### src/rtl/rgbhsv_pkg.sv
// Shared types, widths and constants for the RGB to HSV converter.
package rgbhsv_pkg;

    localparam int COMP_W  = 32;
    // Hue numerator and denominator stay below 2^35.
    localparam int NUM_W   = 36;
    // Quotient bits produced: 32 fraction bits plus one guard for the full-scale case.
    localparam int QUO_W   = 33;
    localparam int DATA_W  = 96;
    // One divider cell per fraction bit; the integer bit is taken in the input stage.
    localparam int CELLS   = 32;

    // Hue sector, first match in red, green, blue order.
    typedef enum logic [2:0] {
        SEC_RED   = 3'b001,
        SEC_GREEN = 3'b010,
        SEC_BLUE  = 3'b100
    } sector_t;

    // Word carried down the divider chain for one division.
    typedef struct packed {
        logic [NUM_W-1:0] rem;
        logic [NUM_W-1:0] den;
        logic [NUM_W-1:0] num;
        logic [QUO_W-1:0] quo;
    } div_lane_t;

    // Word handed from cell to cell.
    typedef struct packed {
        logic             valid;
        div_lane_t        hue;
        div_lane_t        sat;
        logic [COMP_W-1:0] bright;
    } cell_word_t;

    // One restoring division step.
    function automatic div_lane_t div_step(input div_lane_t a);
        div_lane_t        o;
        logic [NUM_W:0]   sh;
        sh = {a.rem, 1'b0};
        o  = a;
        if (sh >= {1'b0, a.den})
        begin
            o.rem = NUM_W'(sh - {1'b0, a.den});
            o.quo = {a.quo[QUO_W-2:0], 1'b1};
        end
        else
        begin
            o.rem = sh[NUM_W-1:0];
            o.quo = {a.quo[QUO_W-2:0], 1'b0};
        end
        return o;
    endfunction

endpackage

### src/rtl/rgbhsv_front.sv
// Input stage: max, min, sector and the two division operands.
module rgbhsv_front
(
    input  logic                        clk,
    input  logic                        rst_n,
    input  logic                        en,
    input  logic                        in_valid,
    input  logic [rgbhsv_pkg::COMP_W-1:0] red,
    input  logic [rgbhsv_pkg::COMP_W-1:0] green,
    input  logic [rgbhsv_pkg::COMP_W-1:0] blue,
    output rgbhsv_pkg::cell_word_t      out_word
);

    logic [rgbhsv_pkg::COMP_W-1:0] mx, mn;
    logic [rgbhsv_pkg::NUM_W-1:0]  delta, num, den;
    rgbhsv_pkg::sector_t           sec;
    rgbhsv_pkg::cell_word_t        word_next, word_reg;
    logic                          active;

    // Find extremes and sector.
    always_comb
    begin
        mx = red;
        if (green > mx) mx = green;
        if (blue > mx)  mx = blue;
        mn = red;
        if (green < mn) mn = green;
        if (blue < mn)  mn = blue;
        if (red == mx)        sec = rgbhsv_pkg::SEC_RED;
        else if (green == mx) sec = rgbhsv_pkg::SEC_GREEN;
        else                  sec = rgbhsv_pkg::SEC_BLUE;
        delta  = rgbhsv_pkg::NUM_W'(mx - mn);
        active = (delta != '0);
        den    = (delta << 2) + (delta << 1);
        case (sec)
            rgbhsv_pkg::SEC_RED:
            begin
                num = rgbhsv_pkg::NUM_W'({4'b0, green}) - rgbhsv_pkg::NUM_W'({4'b0, blue});
                if (green < blue) num = num + den;
            end
            rgbhsv_pkg::SEC_GREEN:
                num = (delta << 1) + rgbhsv_pkg::NUM_W'({4'b0, blue})
                      - rgbhsv_pkg::NUM_W'({4'b0, red});
            default:
                num = (delta << 2) + rgbhsv_pkg::NUM_W'({4'b0, red})
                      - rgbhsv_pkg::NUM_W'({4'b0, green});
        endcase
    end

    // Build the lane words; grey and black divide 0 by 1.
    always_comb
    begin
        word_next           = '0;
        word_next.valid     = in_valid;
        word_next.bright    = mx;
        word_next.hue.num   = active ? num : '0;
        word_next.hue.den   = active ? den : rgbhsv_pkg::NUM_W'(1);
        word_next.hue.rem   = active ? num : '0;
        word_next.sat.num   = active ? delta : '0;
        word_next.sat.den   = active ? rgbhsv_pkg::NUM_W'({4'b0, mx}) : rgbhsv_pkg::NUM_W'(1);
        word_next.sat.rem   = word_next.sat.num;
        // Take the integer quotient bit: saturation is exactly one when min is zero.
        if (word_next.sat.num >= word_next.sat.den)
        begin
            word_next.sat.rem = word_next.sat.num - word_next.sat.den;
            word_next.sat.quo = rgbhsv_pkg::QUO_W'(1);
        end
    end

    // Capture when the chain advances.
    always_ff @(posedge clk or negedge rst_n)
    begin
        if (!rst_n)
            word_reg <= '0;
        else if (en)
            word_reg <= word_next;
    end

    assign out_word = word_reg;

endmodule

### config.mk
export PLATFORM = sky130hd
export DESIGN_NAME = rgbhsv_front
export DESIGN_NICKNAME = d
export VERILOG_FILES = /design/src/rtl/rgbhsv_pkg.sv /design/src/rtl/rgbhsv_front.sv
export SDC_FILE = /design/constraint.sdc
export NUM_CORES = 1
export LEC_CHECK = 0
export BUFFER_PORTS_ARGS = -buffer_cell sky130_fd_sc_hd__buf_2
export CAP_MARGIN = 10
export CORE_MARGIN = 2
export CORE_UTILIZATION = 54
export CTS_CLUSTER_DIAMETER = 120
export DETAILED_ROUTE_END_ITERATION = 16
export PLACE_DENSITY = 0.91
export SLEW_MARGIN = 30
export SYNTH_ARGS = -nofsm -noshare
export SYNTH_HDL_FRONTEND = slang
export SYNTH_SLANG_ARGS = --single-unit
export TNS_END_PERCENT = 100
### constraint.sdc
create_clock -name clk -period 0.9 [get_ports clk]
set_input_delay 0.045 -clock clk [delete_from_list [all_inputs] [get_ports clk]]
set_output_delay 0.045 -clock clk [all_outputs]
set_load 0.005 [all_outputs]
==> flow_summary.json, run 1 <==
{
  "portBuffers": 345,
  "async_reset_ff_share_pct": 100,
  "cts_buffer_depth": 3,
  "yosysSeqAreaShare_pct": 19.5,
  "synthMostInstantiatedCell": "ha_1",
  "synth_area_leader_cell": "dfrtp_1",
  "synth_top_area_share_pct": 19.5,
  "dp_slack_ns": -12.99,
  "synth_top_flop_cell": "dfrtp_1",
  "syn_inst": 3263,
  "status": "aborted with a tool error",
  "die_w_um": 225,
  "htree_levels": 1,
  "grt_max_degree": 67,
  "die_h_um": 225,
  "cts-root-buf": "clkbuf_16",
  "io_pins": 415,
  "ys_warn_count": 0,
  "first_global_vias": 47500,
  "grt_usage_pct": 90.5,
  "rows": 80,
  "yosys-top-cells-area": "dfrtp_1 (20%), ha_1 (16%), xnor2_1 (6.0%), a21oi_1 (5.9%), fa_1 (5.2%)",
  "hpwl_um": 111000,
  "start_util_pct": 54.9,
  "avgSynthCellArea_um2": 8.06,
  "firstError": "[ERROR GRT-0116] Global routing finished with congestion. Check the congestion regions in the DRC Viewer.",
  "ys_types": 91,
  "synth_area_um2": 26300,
  "stop_stage": "global routing (5_1_grt)",
  "ys_ff_latch": 205,
  "grt_pass1_wl_um": 341000,
  "synth_edf_count": 0,
  "overflow": 1757,
  "cts_buffers": 22,
  "netlist_top_cells_count": "ha_1 (331), a21oi_1 (309), nor2_1 (305)",
  "gp_congestion": 1.21,
  "clkSinkCount": 205
}
-- logic make-up after synthesis --
| family | share of synthesized area [%] |
|---|---|
| compound gates | 23.9 |
| simple gates | 15.5 |
| buf+inv | 8.32 |
| fa+ha+maj | 21.0 |
| xor+xnor | 8.29 |
| flops | 19.5 |
| mux | 3.42 |
| other cells | 0.0143 |
-- repair_timing --
action / 4_1_cts
setup buffers: 34
hold endpoints to repair: 213
gates resized for setup: 147
pin swaps: 54
hold buffers: 3
cloned: 2
endpoints found under the setup margin: 450
-- metal layers --
layer,GRT overflow,global-route usage [%]
met1,105,85.7
met2,1158,105
met3,92,81.7
met4,381,91.9
met5,21,68.5
-- per-stage QoR --
stage          instance area (um2)  instances
4_1_cts                      38700       5288
3_5_place_dp                 37100       5213
3_3_place_gp                 37100       5213
2_1_floorplan                27200       3331
==> run 2, diff against run 1 <==
Settings changed: CORE_UTILIZATION 54 to 40, CTS_CLUSTER_DIAMETER 120 to not set, PLACE_DENSITY 0.91 to not set, PLACE_DENSITY_LB_ADDON set to 0.15.
Clock period 0.9 ns to 1.17 ns, I/O delays scaled along.
==> flow_summary.json, run 2 <==
{
  "status": "complete, but fails checks",
  "violations": "negative setup slack",
  "min_period_ns": 12.29,
  "cts-root-buf": "clkbuf_16",
  "clk_latency_ns": 0.55,
  "clkSinkCount": 205,
  "slowest_delay_ns": 0.44,
  "grt_pass1_wl_um": 159000,
  "fin_worst_skew_ns": 0,
  "dpl_cell_area_um2": 38000,
  "fillers": 5962,
  "die_w_um": 260,
  "synth_area_um2": 26300,
  "first_pass_iters": 5,
  "ys_types": 91,
  "critPathKind": "in -> reg",
  "synth_top_flop_cell": "dfrtp_1",
  "fin_nets": 5283,
  "drcViolationCount": 0,
  "first_iter_violations": 2031,
  "portBuffers": 345,
  "synth_edf_count": 0,
  "cp_max_fo": 7,
  "async_reset_ff_share_pct": 100,
  "layout_common_cells": "buf_4 (1221), buf_2 (340), ha_1 (301), nor2_1 (281), nand2_1 (253)",
  "setup_slack_ns": -11.12,
  "critPathRequiredTime_ns": 1.65,
  "rsz0062_at_grt": "true",
  "htree_levels": 1,
  "ys_ff_latch": 205,
  "cap_viol_max_count": 0,
  "first_global_vias": 28100,
  "synth_area_leader_cell": "dfrtp_1",
  "path_clk_slew_ns": 0.07,
  "coreArea_um2": 65400,
  "stdcell_count": 5670,
  "ys_warn_count": 0,
  "worst_pin_slew_ns": 0.787,
  "final_core_utilization_pct": 63.0,
  "antenna_left": 0,
  "r2r_cells": 2,
  "r2r-start": "out_word[241]",
  "min_path_type": "in -> async",
  "synth_top_area_share_pct": 19.5,
  "cts_buffers": 23,
  "grt_usage_pct": 30.8,
  "fin_area_um2": 41200,
  "die_h_um": 260,
  "period_share_pct": 1050,
  "maxSlewViolCount": 0,
  "syn_inst": 3263,
  "cts_buffer_depth": 3,
  "avgSynthCellArea_um2": 8.06,
  "layout-area-overhead-vs-synth_pct": 56.7,
  "gp_congestion": 1.05,
  "cts_tree": "done",
  "drt-total-wl_um": 111000,
  "start_util_pct": 40.2,
  "hpwl_um": 91500,
  "fmax_mhz": 81.4,
  "netlist_top_cells_count": "ha_1 (331), a21oi_1 (309), nor2_1 (305)",
  "cpMostUsedCell": "a21o_1",
  "synthMostInstantiatedCell": "ha_1",
  "yosys-top-cells-area": "dfrtp_1 (20%), ha_1 (16%), xnor2_1 (6.0%), a21oi_1 (5.9%), fa_1 (5.2%)",
  "grt_max_degree": 61,
  "rows": 94,
  "yosysSeqAreaShare_pct": 19.5,
  "largest_reg_flops": 205,
  "worstPathArrival_ns": 12.76,
  "vias": 29800,
  "slowest_stage": "or3_4",
  "setup_viol": 220,
  "hold_violations": 0,
  "multi_input_area_um2": 21000,
  "worstSetupEndpointType": "flop",
  "antenna_found_initial": 7,
  "io_pins": 415,
  "r2r-end": "out_word[241]",
  "regArea_um2": 5130,
  "overflow": 0,
  "r2r_slack_ns": 0.24,
  "start_kind": "primary input",
  "drive_gt1_share_pct": 43.9,
  "post_drt_wl_per_cell_um": 19.6,
  "final_common_cell": "buf_4",
  "dieArea_um2": 67800,
  "relSlewSlack_pct": 46.9,
  "vias_per_cell": 5.26,
  "dp.cells": 5534
}
run 2: per-stage QoR:
step	hold WS (ns)	setup TNS, ns	worst slack (ns)
2_1_floorplan	-0.237	-1560.81	-11.11
3_3_place_gp	-0.0246	-1735.45	-11.86
3_5_place_dp	-0.0241	-1750.57	-12.00
4_1_cts	0.0161	-1524.94	-10.84
5_1_grt	0.0462	-1642.82	-11.62
6_report	0.0251	-1569.50	-11.12
run 2: how the worst max path moves through the flow:
| stage | from | slack [ns] | end | cells past startpoint |
|---|---|---|---|---|
| after floorplan | red[25] | -11.11 | out_word[160] | 68 |
| after global placement | red[23] | -11.86 | out_word[139] | 69 |
| after detailed placement | red[23] | -12.00 | out_word[149] | 68 |
| after CTS | red[25] | -10.84 | out_word[148] | 70 |
| after global routing | red[25] | -11.62 | out_word[142] | 71 |
| final | red[25] | -11.12 | out_word[162] | 72 |
run 2: logic make-up after synthesis:
family	count (synthesis)	synth area share (%)
AOI/OAI and AO/OA	958	23.9
xor gates and xnor gates	249	8.29
buffers and inverters	465	8.32
DFF	205	19.5
and+or+nand+nor	901	15.5
other	1	0.0143
muxes	82	3.42
adders and majority gates	402	21.0
run 2: what timing repair did:
action                     CTS  global route
resized for setup           91           282
hold endpoints to repair   218             0
setup endpoints to repair  308           349
buffers inserted            15            66
cloned                       3             6
hold buffers                 4             0
pin swaps                   32           150
run 2: final cells by class:
class / instances / share of cell area [%]
multi-input cells: 2661 / 51.0
flip-flops and latches: 205 / 12.4
clock buffers: 32 / 1.58
repair buffers: 1645 / 29.7
inverters: 248 / 2.32
diodes: 6 / 0.0364
well taps: 864 / 2.62
clock inverters: 9 / 0.243
run 2: metal layers:
metal | up-vias | part of all wire (%) | GRT usage, %
li1 | 14500 | - | -
met1 | 14200 | 40 | 37.8
met2 | 948 | 48 | 52.5
met3 | 226 | 6.7 | 4.77
met4 | 2 | 5.3 | 15.2
met5 | - | 0.0090 | 0
run 2: worst max-delay path: cells and delay by family:
kind                       cells  cell delay [ns]
and+or+nand+nor               11             1.96
AOI/OAI and AO/OA             42             7.79
adders and majority gates      6             1.29
xor gates and xnor gates       1             0.14
buffers and inverters         12             1.46
Power of run 2 is not shown: default switching activity piles up to over one toggle a cycle in this logic, so the estimate is an artifact.
