--- config.mk ---
export PLATFORM = sky130hd
export DESIGN_NAME = rgbhsv_round
export DESIGN_NICKNAME = d
export VERILOG_FILES = /design/src/rtl/rgbhsv_pkg.sv /design/src/rtl/rgbhsv_round.sv
export SDC_FILE = /design/constraint.sdc
export NUM_CORES = 1
export LEC_CHECK = 0
export ABC_AREA = 1
export BUFFER_PORTS_ARGS = -buffer_cell sky130_fd_sc_hd__buf_2
export CORE_UTILIZATION = 30
export DETAILED_ROUTE_END_ITERATION = 10
export SLEW_MARGIN = 20
export SYNTH_ARGS = -nofsm -noshare
export SYNTH_HDL_FRONTEND = slang
export SYNTH_SLANG_ARGS = --single-unit
--- constraint.sdc ---
create_clock -name vclk -period 10.9
set_input_delay 1.635 -clock vclk [all_inputs]
set_output_delay 1.635 -clock vclk [all_outputs]
set_load 0.1 [all_outputs]
--- src/rtl/rgbhsv_pkg.sv ---
// Shared types, widths and constants for the RGB to HSV converter.
package rgbhsv_pkg;

    localparam int COMP_W  = 32;
    // Hue numerator and denominator stay below 2^35.
    localparam int NUM_W   = 36;
    // Quotient bits produced: 32 fraction bits plus one guard for the full-scale case.
    localparam int QUO_W   = 33;
    localparam int DATA_W  = 96;
    // One divider cell per fraction bit; the integer bit is taken in the input stage.
    localparam int CELLS   = 32;

    // Hue sector, first match in red, green, blue order.
    typedef enum logic [2:0] {
        SEC_RED   = 3'b001,
        SEC_GREEN = 3'b010,
        SEC_BLUE  = 3'b100
    } sector_t;

    // Word carried down the divider chain for one division.
    typedef struct packed {
        logic [NUM_W-1:0] rem;
        logic [NUM_W-1:0] den;
        logic [NUM_W-1:0] num;
        logic [QUO_W-1:0] quo;
    } div_lane_t;

    // Word handed from cell to cell.
    typedef struct packed {
        logic             valid;
        div_lane_t        hue;
        div_lane_t        sat;
        logic [COMP_W-1:0] bright;
    } cell_word_t;

    // One restoring division step.
    function automatic div_lane_t div_step(input div_lane_t a);
        div_lane_t        o;
        logic [NUM_W:0]   sh;
        sh = {a.rem, 1'b0};
        o  = a;
        if (sh >= {1'b0, a.den})
        begin
            o.rem = NUM_W'(sh - {1'b0, a.den});
            o.quo = {a.quo[QUO_W-2:0], 1'b1};
        end
        else
        begin
            o.rem = sh[NUM_W-1:0];
            o.quo = {a.quo[QUO_W-2:0], 1'b0};
        end
        return o;
    endfunction

endpackage

--- src/rtl/rgbhsv_round.sv ---
// Final stage: n*2^32 = q*d + r turned into round(n*(2^32-1)/d), ties to even.
module rgbhsv_round
(
    input  logic [rgbhsv_pkg::NUM_W-1:0]  num,
    input  logic [rgbhsv_pkg::NUM_W-1:0]  den,
    input  logic [rgbhsv_pkg::NUM_W-1:0]  rem,
    input  logic [rgbhsv_pkg::QUO_W-1:0]  quo,
    output logic [rgbhsv_pkg::COMP_W-1:0] result
);

    logic [rgbhsv_pkg::NUM_W:0]   r;
    logic [rgbhsv_pkg::NUM_W+1:0] r2;
    logic [rgbhsv_pkg::QUO_W:0]   q;

    // Subtract n from the remainder, borrow once, round, clamp.
    always_comb
    begin
        q = {1'b0, quo};
        if (rem >= num)
            r = {1'b0, rem - num};
        else
        begin
            r = {1'b0, rem} + {1'b0, den} - {1'b0, num};
            q = q - (rgbhsv_pkg::QUO_W+1)'(1);
        end
        r2 = {r, 1'b0};
        if (r2 > {2'b0, den} || (r2 == {2'b0, den} && q[0]))
            q = q + (rgbhsv_pkg::QUO_W+1)'(1);
        if (q > {2'b0, {rgbhsv_pkg::COMP_W{1'b1}}})
            result = '1;
        else
            result = q[rgbhsv_pkg::COMP_W-1:0];
    end

endmodule

==> results of run 1 <==
path summary, 6_finish.rpt:
path                endpoint  slack [ps]  cells after the start
setup / recovery  result[26]        1500                     30
hold / removal    result[21]        4100                      8
placed cells by master (no fill, tap or decap), types with 36 or more instances in the layout:
cell / n
buf_2: 173
xor2_1: 64
ha_1: 109
nand3_1: 88
nand2_1: 469
fa_1: 37
a21oi_1: 100
inv_1: 344
nand3_2: 36
nor2_1: 168
o21ai_0: 49
through the flow:
stage                     setup slack (ps)   util
after floorplan                       2950      -
after global routing                   871  0.343
after detailed placement              1540  0.343
after CTS                             1520  0.343
after global placement                1690  0.343
final                                 1500  0.343
logic make-up after synthesis:
logic type | Yosys count
simple gates | 877
buf+inv | 374
compound gates | 204
fa+ha+maj | 146
xor+xnor | 91
mux | 9
worst max-delay path: cells and delay by family:
| kind | cells | cell delay, ps |
|---|---|---|
| compound gates | 10 | 1980 |
| fa+ha+maj | 3 | 1180 |
| buf+inv | 6 | 1000 |
| simple gates | 11 | 1920 |
cell type report:
class,instances,area share
Tap cell,402,0.0464
Timing Repair Buffer,173,0.0798
Inverter,352,0.122
Multi-Input combinational cell,1327,0.751
Antenna cell,1,0.000231
power by group through the flow:
| stage | Sequential [mW] | Combinational, mW | Clock (mW) |
|---|---|---|---|
| global route | 0 | 1.16 | 0.0000000123 |
| floorplan | 0 | 0.787 | 0 |
| CTS | 0 | 1.04 | 0 |
| detailed placement | 0 | 1.03 | 0 |
| global placement | 0 | 1.03 | 0 |
| finish | 0 | 1.04 | 0.0000000123 |
metal layers:
layer / part of all wire / track usage
met5: 0.0014 / 0
met2: 0.43 / 0.320
met4: 0.023 / 0.0386
met1: 0.49 / 0.286
met3: 0.060 / 0.0148
==> qor.csv, run 1 <==
stage,metric,value,unit
synthesis,synthesized instance count,1701,
detailed_routing,Vias,10800,
final_layout,area grow syn2layout,12.0,%
placed_design,placed instance area,0.0108,sq mm
synthesis,Synth Area in Adders,0.217,
sta,minimum clock period,9400,ps
final_layout,Seq Cell Count,0,
sta,WHS,4100,ps
critical_path,crit start category,primary input,
clock_network,CTS Hold Buffers Added,0,
detailed_routing,Via density,4.81,
synthesis,Yosys cell types,52,
worst_hold_path,HP Class,primary input to output pin,
clock_network,Resize count post-CTS,0,
sta,Final Hold Viols,0,
global_route,vias in the first global route,10300,
global_route,largest net degree at the start of global routing,69,
synthesis,sequential share of the synthesized area,0,
final_layout,CLK BUF,0,
floorplanning,Die W,182,um
sta,"Slew Viols, Final",0,
global_route,Total GRT Usage,0.198,
critical_path,Critical Path RT,9270,ps
power,Pint,0.320,mW
sta,post-route setup TNS,0,ps
sta,max frequency,106,MHz
critical_path,Worst path max stage delay,520,ps
floorplanning,Initial Util,0.306,
placed_design,RePlAce Congestion,0.926,
placed_design,PortBufs,173,
critical_path,critical path arrival,7760,ps
synthesis,Synth Area in Compound Gates,0.118,
final_layout,final instance count without filler cells,2255,
power,share of power burned in registers,0,
detailed_routing,DRC errors left,0,
run,# Max-Cap Violations,0,
worst_hold_path,hold path start,quo[21],
power,power share of the combinational group,1.000,
sta,RSZ-0062 raised after global routing,no,
final_layout,Filler Cell Count,3625,
floorplanning,die area,0.0330,sq mm
final_layout,register area,0,sq um
final_layout,"final std cell area, no fill",0.0108,sq mm
floorplanning,Die H,182,um
sta,final cycle utilization of the critical path,0.862,
synthesis,"Net Count, Synth",1988,
sta,Slew headroom,0.285,
critical_path,"slowest stage cell, crit path",fa_1,
placed_design,HPWL after DPL,29.6,mm
final_layout,Final Net Count,2141,
synthesis,syn_area_per_cell,5.69,sq um
critical_path,Most common cell on crit path,a21oi_1,
synthesis,Post-Syn Area,0.00969,sq mm
synthesis,Synth top cells by count,"nand2_1 (469), inv_1 (344), nor2_1 (168), ha_1 (109), a21oi_1 (100)",
power,Leak Pwr,6.09,nW
detailed_routing,antenna-violating nets left,0,
power,Clock power frac,0,
clock_network,setup bufs post-CTS,0,
synthesis,most instantiated library cell after synthesis,nand2_1,
run_status,outcome,"complete, no violations",
synthesis,Synth area leaders,"nand2_1 (18%), ha_1 (14%), inv_1 (13%), fa_1 (7.6%), nor2_1 (6.5%)",
synthesis,Synth Area in Simple Gates,0.414,
global_route,total grt overflow,0,
final_layout,fraction of layout cells with a size suffix above 1,0.152,
detailed_routing,Routed WL,33.2,mm
synthesis,multiplexer area fraction after synthesis,0.00930,
synthesis,main combinational cell family by area after synthesis,simple AND/OR/NAND/NOR gates,
synthesis,largest area contributor in the netlist,nand2_1,
synthesis,post-synthesis xor/xnor area fraction,0.0823,
power,switching part of the total,0.693,
final_layout,area of the multi-input gates,0.00815,sq mm
power,Design Power,1.04,mW
floorplanning,# IOs,173,
floorplanning,Core ar.,0.0316,sq mm
critical_path,"Max FO, Critical Path",32,
power,P_sw,0.722,mW
critical_path,Crit. End Element,output pin,
critical_path,Crit Path Category,primary input to output pin,
sta,final setup vio count,0,
power,P per Cell Area,96.0,mW/mm^2
sta,Tightest Pin Transition,1070,ps
floorplanning,Rows,65,
detailed_routing,Routed wire per std cell,14.7,um
critical_path,CP startpoint,den[6],
detailed_routing,first drt pass iteration count,7,
global_route,first-pass GRT wire length,52.9,mm
synthesis,Synth Warn #,0,
power,Worst VDD drop,73.9,uV
detailed_routing,1st-iter DRT viols,728,
placed_design,placed insts,2254,
synthesis,Synth top area share,0.182,
global_route,initial antenna violation count,5,
Note: power is estimated with default switching activity, not from simulation.
==> run 2: changes to the inputs <==
--- a/config.mk
+++ b/config.mk
@@ -5,10 +5,10 @@
 export SDC_FILE = /design/constraint.sdc
 export NUM_CORES = 1
 export LEC_CHECK = 0
-export ABC_AREA = 1
 export BUFFER_PORTS_ARGS = -buffer_cell sky130_fd_sc_hd__buf_2
-export CORE_UTILIZATION = 30
+export CORE_UTILIZATION = 55
 export DETAILED_ROUTE_END_ITERATION = 10
+export PLACE_DENSITY = 0.8
 export SLEW_MARGIN = 20
 export SYNTH_ARGS = -nofsm -noshare
 export SYNTH_HDL_FRONTEND = slang
==> run 2 against run 1 <==
Net effect:
- worst hold slack worse by 340 ps
- global-route usage is 11 points higher
- maximum frequency is 11% lower
- synthesized cell count is 28% lower
- routed wire length is 24% lower
- critical path type unchanged
- critical endpoint is now result[27]
==> qor.csv, run 2 <==
stage,metric,value,unit,change
sta,final cycle utilization of the critical path,0.973,,was 0.862
floorplanning,Core ar.,0.0148,sq mm,was 0.0316 sq mm
sta,Final Hold Viols,0,,unchanged
power,Leak Pwr,5.02,nW,was 6.09 nW
final_layout,CLK BUF,0,,unchanged
detailed_routing,1st-iter DRT viols,869,,was 728
critical_path,crit start category,primary input,,unchanged
synthesis,Synth top area share,0.161,,was 0.182
final_layout,Final Net Count,1686,,was 2141
floorplanning,Rows,44,,was 65
critical_path,"Max FO, Critical Path",6,,was 32
critical_path,Worst path max stage delay,670,ps,was 520 ps
synthesis,Post-Syn Area,0.00845,sq mm,was 0.00969 sq mm
synthesis,synthesized instance count,1228,,was 1701
critical_path,critical path arrival,8970,ps,was 7760 ps
final_layout,final core occ,0.693,,was 0.343
global_route,Total GRT Usage,0.304,,was 0.198
clock_network,CTS Hold Buffers Added,0,,unchanged
final_layout,"commonest non-fill, non-tap cell in the layout",inv_1,,was nand2_1
placed_design,pre-CTS setup slack,65.7,ps,was 1540 ps
floorplanning,Die W,126,um,was 182 um
final_layout,"leading cell types in the layout, fill and taps excluded","inv_1 (201), buf_2 (141), nand2_1 (104), ha_1 (101), a21oi_1 (94)",,"was nand2_1 (469), inv_1 (344), buf_2 (173), nor2_1 (168), ha_1 (109)"
floorplanning,Die H,126,um,was 182 um
synthesis,syn_area_per_cell,6.88,sq um,was 5.69 sq um
synthesis,largest area contributor in the netlist,ha_1,,was nand2_1
detailed_routing,Routed WL,25.2,mm,was 33.2 mm
synthesis,Synth Warn #,0,,unchanged
critical_path,Crit. End Element,output pin,,unchanged
floorplanning,Initial Util,0.573,,was 0.306
sta,WHS,3750,ps,was 4100 ps
run,# Max-Cap Violations,0,,unchanged
floorplanning,# IOs,173,,unchanged
sta,Tightest Pin Transition,823,ps,was 1070 ps
final_layout,register area,0,sq um,unchanged
final_layout,Filler Cell Count,1309,,was 3625
power,Design Power,0.881,mW,was 1.04 mW
sta,minimum clock period,10610,ps,was 9400 ps
detailed_routing,antenna-violating nets left,0,,unchanged
synthesis,most instantiated library cell after synthesis,inv_1,,was nand2_1
power,P per Cell Area,86.2,mW/mm^2,was 96.0 mW/mm^2
synthesis,sequential share of the synthesized area,0,,unchanged
sta,fin worst setup slack,294,ps,was 1500 ps
final_layout,fraction of layout cells with a size suffix above 1,0.205,,was 0.152
placed_design,RePlAce Congestion,0.985,,was 0.926
critical_path,"slowest stage cell, crit path",or4b_2,,was fa_1
critical_path,Crit Path Category,primary input to output pin,,unchanged
global_route,total grt overflow,0,,unchanged
global_route,largest net degree at the start of global routing,35,,was 69
synthesis,"Net Count, Synth",1515,,was 1988
final_layout,Seq Cell Count,0,,unchanged
global_route,initial antenna violation count,1,,was 5
critical_path,Most common cell on crit path,a21o_1,,was a21oi_1
run_status,outcome,"complete, no violations",,unchanged
detailed_routing,DRC errors left,0,,unchanged
synthesis,Synth area leaders,"ha_1 (16%), inv_1 (8.9%), fa_1 (8.8%), xnor2_1 (6.6%), a21oi_1 (5.6%)",,"was nand2_1 (18%), ha_1 (14%), inv_1 (13%), fa_1 (7.6%), nor2_1 (6.5%)"
final_layout,area grow syn2layout,21.0,%,was 12.0%
sta,final setup vio count,0,,unchanged
global_route,first-pass GRT wire length,40.7,mm,was 52.9 mm
detailed_routing,Routed wire per std cell,15.9,um,was 14.7 um
sta,post-route setup TNS,0,ps,unchanged
critical_path,Critical Path RT,9270,ps,about the same
detailed_routing,Vias,9550,,was 10800
placed_design,HPWL after DPL,21.2,mm,was 29.6 mm
worst_hold_path,HP Class,primary input to output pin,,unchanged
sta,max frequency,94.3,MHz,was 106 MHz
detailed_routing,first drt pass iteration count,5,,was 7
sta,"Slew Viols, Final",0,,unchanged
sta,Slew headroom,0.451,,was 0.285
power,Worst VDD drop,61.7,uV,was 73.9 uV
placed_design,PortBufs,173,,unchanged
synthesis,Yosys cell types,82,,was 52
synthesis,Synth top cells by count,"inv_1 (201), ha_1 (109), nand2_1 (104), a21oi_1 (95), nor2_1 (79)",,"was nand2_1 (469), inv_1 (344), nor2_1 (168), ha_1 (109), a21oi_1 (100)"
floorplanning,die area,0.0159,sq mm,was 0.0330 sq mm
detailed_routing,Via density,6.04,,was 4.81
global_route,vias in the first global route,8746,,was 10300
final_layout,area of the multi-input gates,0.00769,sq mm,was 0.00815 sq mm
==> run 2: power by group <==
group | switching [mW] | total (mW) | internal (mW)
clock network | 0 | 0.0000000123 | 0.0000000123
registers | 0 | 0 | 0
logic | 0.527 | 0.881 | 0.354
total | 0.527 | 0.881 | 0.354
==> run 2: critical path: cells and delay by family <==
family | cells | cell delay [ps]
simple gates | 6 | 2030
xor+xnor | 1 | 140
fa+ha+maj | 3 | 1250
compound gates | 17 | 3280
buf+inv | 5 | 600
==> run 2: path summary, 6_finish.rpt <==
check	depth (start not counted)	slack, ps	endpoint	start
setup / recovery	32	290	result[27]	den[1]
hold / removal	4	3750	result[23]	quo[23]
==> run 2: layer usage <==
| metal | track usage | share of wire | vias up |
|---|---|---|---|
| li1 | - | - | 4674 |
| met1 | 0.398 | 0.43 | 4369 |
| met2 | 0.538 | 0.48 | 442 |
| met3 | 0.0204 | 0.067 | 65 |
| met4 | 0.0822 | 0.030 | 0 |
| met5 | 0 | 0 | - |
==> run 2: through the flow <==
step,instances,instance area [sq um]
6_report,1582,10200
5_1_grt,1582,10200
2_1_floorplan,1228,8450
3_5_place_dp,1570,9950
4_1_cts,1570,9950
3_3_place_gp,1570,9950
==> run 2: timing repair <==
action / in CTS / in global routing
setup buffers: 0 / 10
setup endpoints to repair: 0 / 32
endpoints found under the hold margin: 0 / 0
resized for setup: 0 / 40
==> run 2: cell type report <==
| cell class | count | share of cell area |
|---|---|---|
| timing repair buffer | 200 | 0.152 |
| tap | 184 | 0.0225 |
| multi-input combinational | 996 | 0.751 |
| inverter | 201 | 0.0737 |
| antenna | 1 | 0.000245 |
==> run 2: cells by family after synthesis <==
| family | count (synthesis) | synth area share |
|---|---|---|
| XOR/XNOR | 107 | 0.111 |
| buffers and inverters | 233 | 0.115 |
| AND/OR/NAND/NOR | 379 | 0.234 |
| multiplexers | 7 | 0.00844 |
| adder cells (fa/ha/maj) | 146 | 0.249 |
| AO/OA/AOI/OAI | 356 | 0.283 |
