==> src/rtl/rgbhsv_pkg.sv <==
// Shared types, widths and constants for the RGB to HSV converter.
package rgbhsv_pkg;

    localparam int COMP_W  = 32;
    // Hue numerator and denominator stay below 2^35.
    localparam int NUM_W   = 36;
    // Quotient bits produced: 32 fraction bits plus one guard for the full-scale case.
    localparam int QUO_W   = 33;
    localparam int DATA_W  = 96;
    // One divider cell per fraction bit; the integer bit is taken in the input stage.
    localparam int CELLS   = 32;

    // Hue sector, first match in red, green, blue order.
    typedef enum logic [2:0] {
        SEC_RED   = 3'b001,
        SEC_GREEN = 3'b010,
        SEC_BLUE  = 3'b100
    } sector_t;

    // Word carried down the divider chain for one division.
    typedef struct packed {
        logic [NUM_W-1:0] rem;
        logic [NUM_W-1:0] den;
        logic [NUM_W-1:0] num;
        logic [QUO_W-1:0] quo;
    } div_lane_t;

    // Word handed from cell to cell.
    typedef struct packed {
        logic             valid;
        div_lane_t        hue;
        div_lane_t        sat;
        logic [COMP_W-1:0] bright;
    } cell_word_t;

    // One restoring division step.
    function automatic div_lane_t div_step(input div_lane_t a);
        div_lane_t        o;
        logic [NUM_W:0]   sh;
        sh = {a.rem, 1'b0};
        o  = a;
        if (sh >= {1'b0, a.den})
        begin
            o.rem = NUM_W'(sh - {1'b0, a.den});
            o.quo = {a.quo[QUO_W-2:0], 1'b1};
        end
        else
        begin
            o.rem = sh[NUM_W-1:0];
            o.quo = {a.quo[QUO_W-2:0], 1'b0};
        end
        return o;
    endfunction

endpackage

==> src/rtl/rgbhsv_cell.sv <==
// One divider cell: a quotient bit for hue and saturation each cycle that en is high.
module rgbhsv_cell
(
    input  logic                   clk,
    input  logic                   rst_n,
    input  logic                   en,
    input  rgbhsv_pkg::cell_word_t in_word,
    output rgbhsv_pkg::cell_word_t out_word
);

    rgbhsv_pkg::cell_word_t word_next, word_reg;

    // Advance both lanes by one bit.
    always_comb
    begin
        word_next     = in_word;
        word_next.hue = rgbhsv_pkg::div_step(in_word.hue);
        word_next.sat = rgbhsv_pkg::div_step(in_word.sat);
    end

    always_ff @(posedge clk or negedge rst_n)
    begin
        if (!rst_n)
            word_reg <= '0;
        else if (en)
            word_reg <= word_next;
    end

    assign out_word = word_reg;

endmodule

==> config.mk <==
export PLATFORM = sky130hd
export DESIGN_NAME = rgbhsv_cell
export DESIGN_NICKNAME = d
export VERILOG_FILES = /design/src/rtl/rgbhsv_pkg.sv /design/src/rtl/rgbhsv_cell.sv
export SDC_FILE = /design/constraint.sdc
export NUM_CORES = 1
export LEC_CHECK = 0
export BUFFER_PORTS_ARGS = -buffer_cell sky130_fd_sc_hd__buf_2
export CAP_MARGIN = 25
export CORE_AREA = 2 2 249 251
export DETAILED_ROUTE_END_ITERATION = 16
export DIE_AREA = 0 0 251 253
export GPL_TIMING_DRIVEN = 0
export MAX_ROUTING_LAYER = met4
export SKIP_LAST_GASP = 1
export SLEW_MARGIN = 15
export SYNTH_ARGS = -nofsm -noshare
export SYNTH_HDL_FRONTEND = slang
export SYNTH_SLANG_ARGS = --single-unit
==> constraint.sdc <==
create_clock -name clk -period 0.8 [get_ports clk]
set_input_delay 0.16 -clock clk [delete_from_list [all_inputs] [get_ports clk]]
set_output_delay 0.16 -clock clk [all_outputs]
set_load 0.01 [all_outputs]
==> results of run 1 <==
## metrics by stage
step / hold WS [ns] / setup WS [ns] / util [%] / std cells / power, W
floorplan: -0.136 / -1.68 / - / 1508 / 0.0270
CTS: -0.516 / -1.38 / 48.7 / 3448 / 0.0557
global route: -0.498 / -1.48 / 51.5 / 3557 / 0.0604
global placement: 0.391 / -6.44 / 36.8 / 2927 / 0.0323
detailed placement: 0.0906 / -2.53 / 36.9 / 2930 / 0.0325
finish: -0.498 / -1.42 / 51.5 / 3558 / 0.0580
## worst max path at each step
| stage | start | endpoint | slack (ns) | depth (start not counted) |
|---|---|---|---|---|
| floorplan | in_word[137] | out_word[150] | -1.68 | 11 |
| global placement | rst_n | out_word[22] | -6.44 | 1 |
| detailed placement | in_word[102] | out_word[141] | -2.53 | 13 |
| CTS | in_word[102] | out_word[155] | -1.38 | 13 |
| global route | in_word[253] | out_word[312] | -1.48 | 12 |
| finish | in_word[150] | out_word[155] | -1.42 | 12 |
## area by class of cell
type | count | share of cell area [%]
antenna | 20 | 0.159
buffer | 58 | 3.07
clock buffer | 56 | 3.62
clock inverter | 13 | 0.577
inverter | 101 | 1.29
multi-input combinational | 1022 | 32.7
sequential | 315 | 25.1
tap | 790 | 3.14
timing repair buffer | 1183 | 30.4
## synthesized netlist by cell type, types with 13 or more instances
cell type / instances / area [um2]
sky130_fd_sc_hd__nand4_1: 17 / 106
sky130_fd_sc_hd__nor3_1: 14 / 70.1
sky130_fd_sc_hd__mux2i_1: 40 / 400
sky130_fd_sc_hd__nand3_1: 22 / 110
sky130_fd_sc_hd__nor2b_1: 20 / 125
sky130_fd_sc_hd__a211oi_1: 13 / 97.6
sky130_fd_sc_hd__xnor2_1: 38 / 333
sky130_fd_sc_hd__nand2_1: 55 / 206
sky130_fd_sc_hd__a21oi_1: 116 / 581
sky130_fd_sc_hd__ha_1: 72 / 901
sky130_fd_sc_hd__inv_1: 101 / 379
sky130_fd_sc_hd__clkbuf_1: 49 / 184
sky130_fd_sc_hd__nor2_1: 104 / 390
sky130_fd_sc_hd__xor2_1: 19 / 166
sky130_fd_sc_hd__a31oi_1: 22 / 138
sky130_fd_sc_hd__dfrtp_1: 315 / 7880
sky130_fd_sc_hd__o21ai_0: 48 / 240
sky130_fd_sc_hd__mux2_2: 246 / 2770
sky130_fd_sc_hd__o21a_1: 14 / 105
sky130_fd_sc_hd__nand2b_1: 13 / 81.3
sky130_fd_sc_hd__a21o_1: 35 / 263
## cell families after synthesis
logic type | synth area share, %
compound gates | 12.2
xor+xnor | 3.00
mux | 19.4
simple gates | 8.11
fa+ha+maj | 5.65
flops | 47.4
buf+inv | 4.21
## routing by layer
metal  track usage [%]  part of all wire [%]
met5                 -                     0
met4              9.39                   4.8
met3              6.00                   7.2
met2              36.0                    48
met1              25.4                    40
## what timing repair did
item,4_1_cts,5_1_grt
hold endpoints to repair,472,126
pin swaps,86,56
cloned,7,1
setup endpoints to repair,398,576
gates resized for setup,379,249
setup buffers,149,133
## cells in the final DEF, fill, tap and decap left out, types with 10 or more instances in the layout
cell,instances
sky130_fd_sc_hd__buf_2,470
sky130_fd_sc_hd__dfrtp_1,315
sky130_fd_sc_hd__dlygate4sd3_1,303
sky130_fd_sc_hd__buf_6,238
sky130_fd_sc_hd__mux2_4,170
sky130_fd_sc_hd__buf_4,162
sky130_fd_sc_hd__nor2_1,90
sky130_fd_sc_hd__a21oi_1,81
sky130_fd_sc_hd__mux2_2,80
sky130_fd_sc_hd__inv_1,73
sky130_fd_sc_hd__clkbuf_16,64
sky130_fd_sc_hd__ha_4,45
sky130_fd_sc_hd__nand2_1,42
sky130_fd_sc_hd__xnor2_1,37
sky130_fd_sc_hd__a21o_1,35
sky130_fd_sc_hd__mux2i_1,34
sky130_fd_sc_hd__o21ai_0,32
sky130_fd_sc_hd__a21oi_2,25
sky130_fd_sc_hd__diode_2,20
sky130_fd_sc_hd__inv_2,19
sky130_fd_sc_hd__nand3_1,19
sky130_fd_sc_hd__clkbuf_1,18
sky130_fd_sc_hd__xor2_1,18
sky130_fd_sc_hd__nand4_1,17
sky130_fd_sc_hd__a31oi_1,17
sky130_fd_sc_hd__o21a_1,14
sky130_fd_sc_hd__clkbuf_8,14
sky130_fd_sc_hd__nor2b_1,14
sky130_fd_sc_hd__ha_2,14
sky130_fd_sc_hd__buf_12,13
sky130_fd_sc_hd__ha_1,13
sky130_fd_sc_hd__nand2b_1,11
sky130_fd_sc_hd__a21oi_4,10
sky130_fd_sc_hd__nor2_4,10
sky130_fd_sc_hd__buf_8,10
## power breakdown
group	total, W	internal, W	switching [W]
combinational	0.0200	0.0112	0.00886
sequential	0.0193	0.0179	0.00143
clock	0.0186	0.0112	0.00738
## critical path: stages
cell,delay (ns)
sky130_fd_sc_hd__buf_6,0.10
sky130_fd_sc_hd__ha_4,0.24
sky130_fd_sc_hd__a211oi_4,0.22
sky130_fd_sc_hd__o21bai_2,0.12
sky130_fd_sc_hd__a21oi_2,0.15
sky130_fd_sc_hd__o22ai_2,0.10
sky130_fd_sc_hd__a311oi_2,0.35
sky130_fd_sc_hd__nand3_2,0.17
sky130_fd_sc_hd__a211o_1,0.32
sky130_fd_sc_hd__buf_8,0.16
sky130_fd_sc_hd__mux2_4,0.31
sky130_fd_sc_hd__mux2_4,0.26
==> impl_metrics.yaml, run 1 <==
outcome:
  run_status: "finished with violations"
  failing_checks: "hold timing, setup timing"
clock_tree:
  cts_buffer_depth: 3
  clk_pin_slew_ns: 0.06
  cts_max_level: 2
  clock_insertion_delay_worst_skew_ns: 0.54
  cts.hold.buffers_added: 303
  tritoncts_num_sinks: 315
  cts_inserted_buffers: 39
  tritoncts: "built"
  ctsRootBufferMaster: "sky130_fd_sc_hd__clkbuf_16"
route:
  vias_per_cell: 4.87
  post_drt_wl_per_cell_um: 21.3
  drt_pass1_iterations: 5
  ant_nets: 0
  finalWirelength_um: 75700
  first_iter_violations: 917
  dr_total_vias: 17300
  route.detailed.drc: 0
global_route:
  grt_max_degree: 104
  grt_pass1_vias: 18000
  grt_pass1_wl_um: 105000
  antenna_found_initial: 20
  grt.overflow.total: 0
  track_usage_pct: 22.0
power:
  power_per_cell_area_nw_per_um2: 1840
  vdd.ir_drop.worst_mv: 1.33
  p_leak_nw: 14.9
yosys:
  synth_seq_cells: 315
  syn-mean-instance-area_um2: 11.0
  asyncSetResetFlopFracSynth_pct: 100
  post_synth_num_cell_types: 66
  synth_edf_count: 0
  synthesis.nets: 1900
  synth_cells: 1508
  synth-main-ff-cell: "sky130_fd_sc_hd__dfrtp_1"
  yosysSeqAreaShare_pct: 47.4
  syn_area_um2: 16600
  synth.yosys.warnings: 0
layout:
  multiInputGateArea_um2: 10300
  layout-drive-gt1-share_pct: 53.8
  area_delta_synth_final_pct: 89.0
  finish.net_count: 3112
  fillCellCount: 4994
  largest_register_ffs: 315
  area.sequential_um2: 7880
  layout.cell_area.non_filler_um2: 31500
timing:
  timing.final.max_slew_violations: 0
  achievable-frequency_ghz: 0.450
  totalNegativeSetupSlack_ns: -242.50
  setup-violations-final: 520
  hold_ws_ns: -0.498
  period_share_pct: 278
  timing.final.ws_setup_ns: -1.42
  final-hold-violation-count: 150
  layout_min_cycle_time_ns: 2.22
  max_slew.worst_pin.slew_ns: 0.905
  timing.slew.headroom_pct: 39.7
  final.setup_skew_ns: 0
  rsz0062_at_grt: "yes"
worst_hold_path:
  min_path_type: "in -> async"
placement:
  placement.io_buffers: 629
  place_hpwl_um: 48000
  dpl_cell_area_um2: 22500
  finalWeightedCongestion: 0.905
setup_path:
  cp-end-kind: "flop"
  crit_path_kind: "in -> reg"
  timing.critical_path.from_type: "input port"
  worstReg2RegStart: "out_word[166]"
  crit_fanout: 8
  r2r.worst_path.cells: 5
  timing.rr.end: "out_word[166]"
  worst_ep_required_time_ns: 1.24
  setup.reg_to_reg.worst_slack_ns: -0.29
  arrival_ns: 2.66
floorplanning:
  std_cell_rows: 91
  die_area_um2: 63500
  die_w_um: 251
  floorplan.initialDensity_pct: 27.3
  pin_count: 633
  core_area_um2: 61000
  die_h_um: 253
job:
  maxCapViolCount: 0
Power figures use the tool's default switching activity.
==> inputs of run 2 (changes only) <==
--- a/config.mk
+++ b/config.mk
@@ -7,9 +7,9 @@
 export LEC_CHECK = 0
 export BUFFER_PORTS_ARGS = -buffer_cell sky130_fd_sc_hd__buf_2
 export CAP_MARGIN = 25
-export CORE_AREA = 2 2 249 251
+export CORE_AREA = 2 2 247 249
 export DETAILED_ROUTE_END_ITERATION = 16
-export DIE_AREA = 0 0 251 253
+export DIE_AREA = 0 0 249 251
 export GPL_TIMING_DRIVEN = 0
 export MAX_ROUTING_LAYER = met4
 export SKIP_LAST_GASP = 1
==> constraint.sdc (replaced) <==
create_clock -name clk -period 0.8 [get_ports clk]
set_input_delay 0.12 -clock clk [delete_from_list [all_inputs] [get_ports clk]]
set_output_delay 0.12 -clock clk [all_outputs]
set_load 0.01 [all_outputs]
==> impl_metrics.yaml, run 2 (synthesis gave the netlist of run 1 again) <==
placement:
  place_hpwl_um: 49400
  finalWeightedCongestion: 0.910
  placement.io_buffers: 629
global_route:
  grt.overflow.total: 0
  antenna_found_initial: 17
  globalRouteMet1Util_pct: 27.4
  gr-usage-met3_pct: 5.58
  grt_max_degree: 106
  grt_pass1_wl_um: 108000
  grt_pass1_vias: 17900
  globalRoute.busiestLayer: "met2"
  track_usage_pct: 23.0
  met2_usage_pct: 37.7
setup_path:
  arrival_ns: 2.56
  cp-end-kind: "flop"
  cpLargestDelayFamily: "compound AO/OA/AOI/OAI gates"
  critical_path_buffers_and_inverters: 3
  timing.critical_path.from_type: "input port"
  crit_fanout: 7
  critical_path.cell_chain: "buf_2 > inv_1 > ha_4 > a21oi_2 > o21ai_2 > or2_1 > a311oi_2 > nand3_2 > a211o_1 > buf_12 > mux2_4 > mux2_4"
  crit_path_kind: "in -> reg"
  timing.critical_path.slowest_stage_cell: "sky130_fd_sc_hd__a311oi_2"
  worst_ep_required_time_ns: 1.24
  crit_path_frequent_cell: "sky130_fd_sc_hd__mux2_4"
  crit_path_largest_cell_delay_ns: 0.34
timing:
  setup-violations-final: 504
  period_share_pct: 264
  rsz0062_at_grt: "yes"
  timing.final.max_slew_violations: 0
  timing.slew.headroom_pct: 40.7
  max_slew.worst_pin.slew_ns: 0.890
  final-hold-violation-count: 215
  hold_ws_ns: -0.539
  layout_min_cycle_time_ns: 2.12
  final.setup_skew_ns: 0
  achievable-frequency_ghz: 0.473
  timing.final.ws_setup_ns: -1.32
  totalNegativeSetupSlack_ns: -222.97
power:
  vdd.ir_drop.worst_mv: 1.73
  power_per_cell_area_nw_per_um2: 1850
  p_leak_nw: 14.9
route:
  post_drt_wl_per_cell_um: 21.2
  vias_per_cell: 4.84
  dr_total_vias: 17200
  finalWirelength_um: 75500
  first_iter_violations: 917
  drt_pass1_iterations: 5
  ant_nets: 0
  route.detailed.drc: 0
clock_tree:
  cts_buffer_depth: 3
  cts_inserted_buffers: 40
  ctsRootBufferMaster: "sky130_fd_sc_hd__clkbuf_16"
  tritoncts: "built"
  clock_insertion_delay_worst_skew_ns: 0.56
  cts.hold.buffers_added: 305
  tritoncts_num_sinks: 315
  cts_max_level: 2
  clk_pin_slew_ns: 0.06
floorplanning:
  core_area_um2: 59800
  die_h_um: 251
  die_area_um2: 62500
  std_cell_rows: 90
  die_w_um: 249
  floorplan.initialDensity_pct: 27.8
  pin_count: 633
worst_hold_path:
  min_path_type: "in -> async"
layout:
  largest_register_ffs: 315
  area_delta_synth_final_pct: 88.0
  layout-drive-gt1-share_pct: 53.5
  layout.cells.most_common: "sky130_fd_sc_hd__buf_2"
  area.sequential_um2: 7880
  finish.net_count: 3116
  fillCellCount: 4922
  mostFrequentLayoutCells: "466 x sky130_fd_sc_hd__buf_2, 315 x sky130_fd_sc_hd__dfrtp_1, 305 x sky130_fd_sc_hd__dlygate4sd3_1"
  multiInputGateArea_um2: 10100
outcome:
  failing_checks: "hold timing, setup timing"
  run_status: "finished with violations"
job:
  maxCapViolCount: 0
-- run 2: report_power, final --
part	switching, W	total [W]	internal, W
registers	0.00137	0.0193	0.0179
clock network	0.00763	0.0189	0.0113
logic	0.00876	0.0198	0.0111
total	0.0178	0.0580	0.0402
-- run 2: worst reg2reg max path, delay by kind of cell, from the launching register on --
family | cells | cell delay, ns
flops | 1 | 0.42
mux | 1 | 0.26
buf+inv | 2 | 0.23
-- run 2: worst paths after layout --
check | startpoint | to | slack, ns | cells after the start
max | in_word[121] | out_word[155] | -1.32 | 12
min | rst_n | out_word[101] | -0.54 | 1
max reg2reg | out_word[67] | out_word[67] | -0.22 | 3
min reg2reg | out_word[237] | out_word[237] | 0.50 | 1
max in group asynchronous | rst_n | out_word[47] | 0.23 | 3
min in group clk | in_word[301] | out_word[302] | -0.04 | 3
-- run 2: final cells by class --
class,instances,share of cell area [%]
Multi-Input combinational cell,1022,32.3
Timing Repair Buffer,1184,30.5
Sequential cell,315,25.2
Clock buffer,53,3.61
Buffer,60,3.19
Tap cell,782,3.13
Inverter,101,1.29
Clock inverter,18,0.716
Antenna cell,16,0.128
-- run 2: metrics by stage --
| stage | power (W) | instances | util [%] | instance area, um2 | setup WS, ns |
|---|---|---|---|---|---|
| final | 0.0580 | 3551 | 52.3 | 31300 | -1.32 |
| after global routing | 0.0605 | 3551 | 52.3 | 31300 | -1.36 |
| after CTS | 0.0558 | 3430 | 49.3 | 29500 | -1.26 |
| after detailed placement | 0.0326 | 2922 | 37.7 | 22500 | -2.45 |
| after global placement | 0.0324 | 2919 | 37.5 | 22400 | -6.51 |
| after floorplan | 0.0270 | 1508 | - | 18300 | -1.64 |
-- run 2: what timing repair did --
item | 4_1_cts | 5_1_grt
resized for setup | 342 | 234
setup buffers | 136 | 125
pin swaps | 68 | 70
endpoints found under the hold margin | 521 | 199
setup endpoints to repair | 397 | 561
gates cloned | 6 | 1
-- run 2: metal layers --
metal / wire (um) / vias to the layer above / part of all wire [%]
met1: 30700 / 8472 / 41
met4: 3360 / 0 / 4.4
li1: - / 7827 / -
met5: 0 / - / 0
met3: 5290 / 185 / 7.0
met2: 36100 / 705 / 48
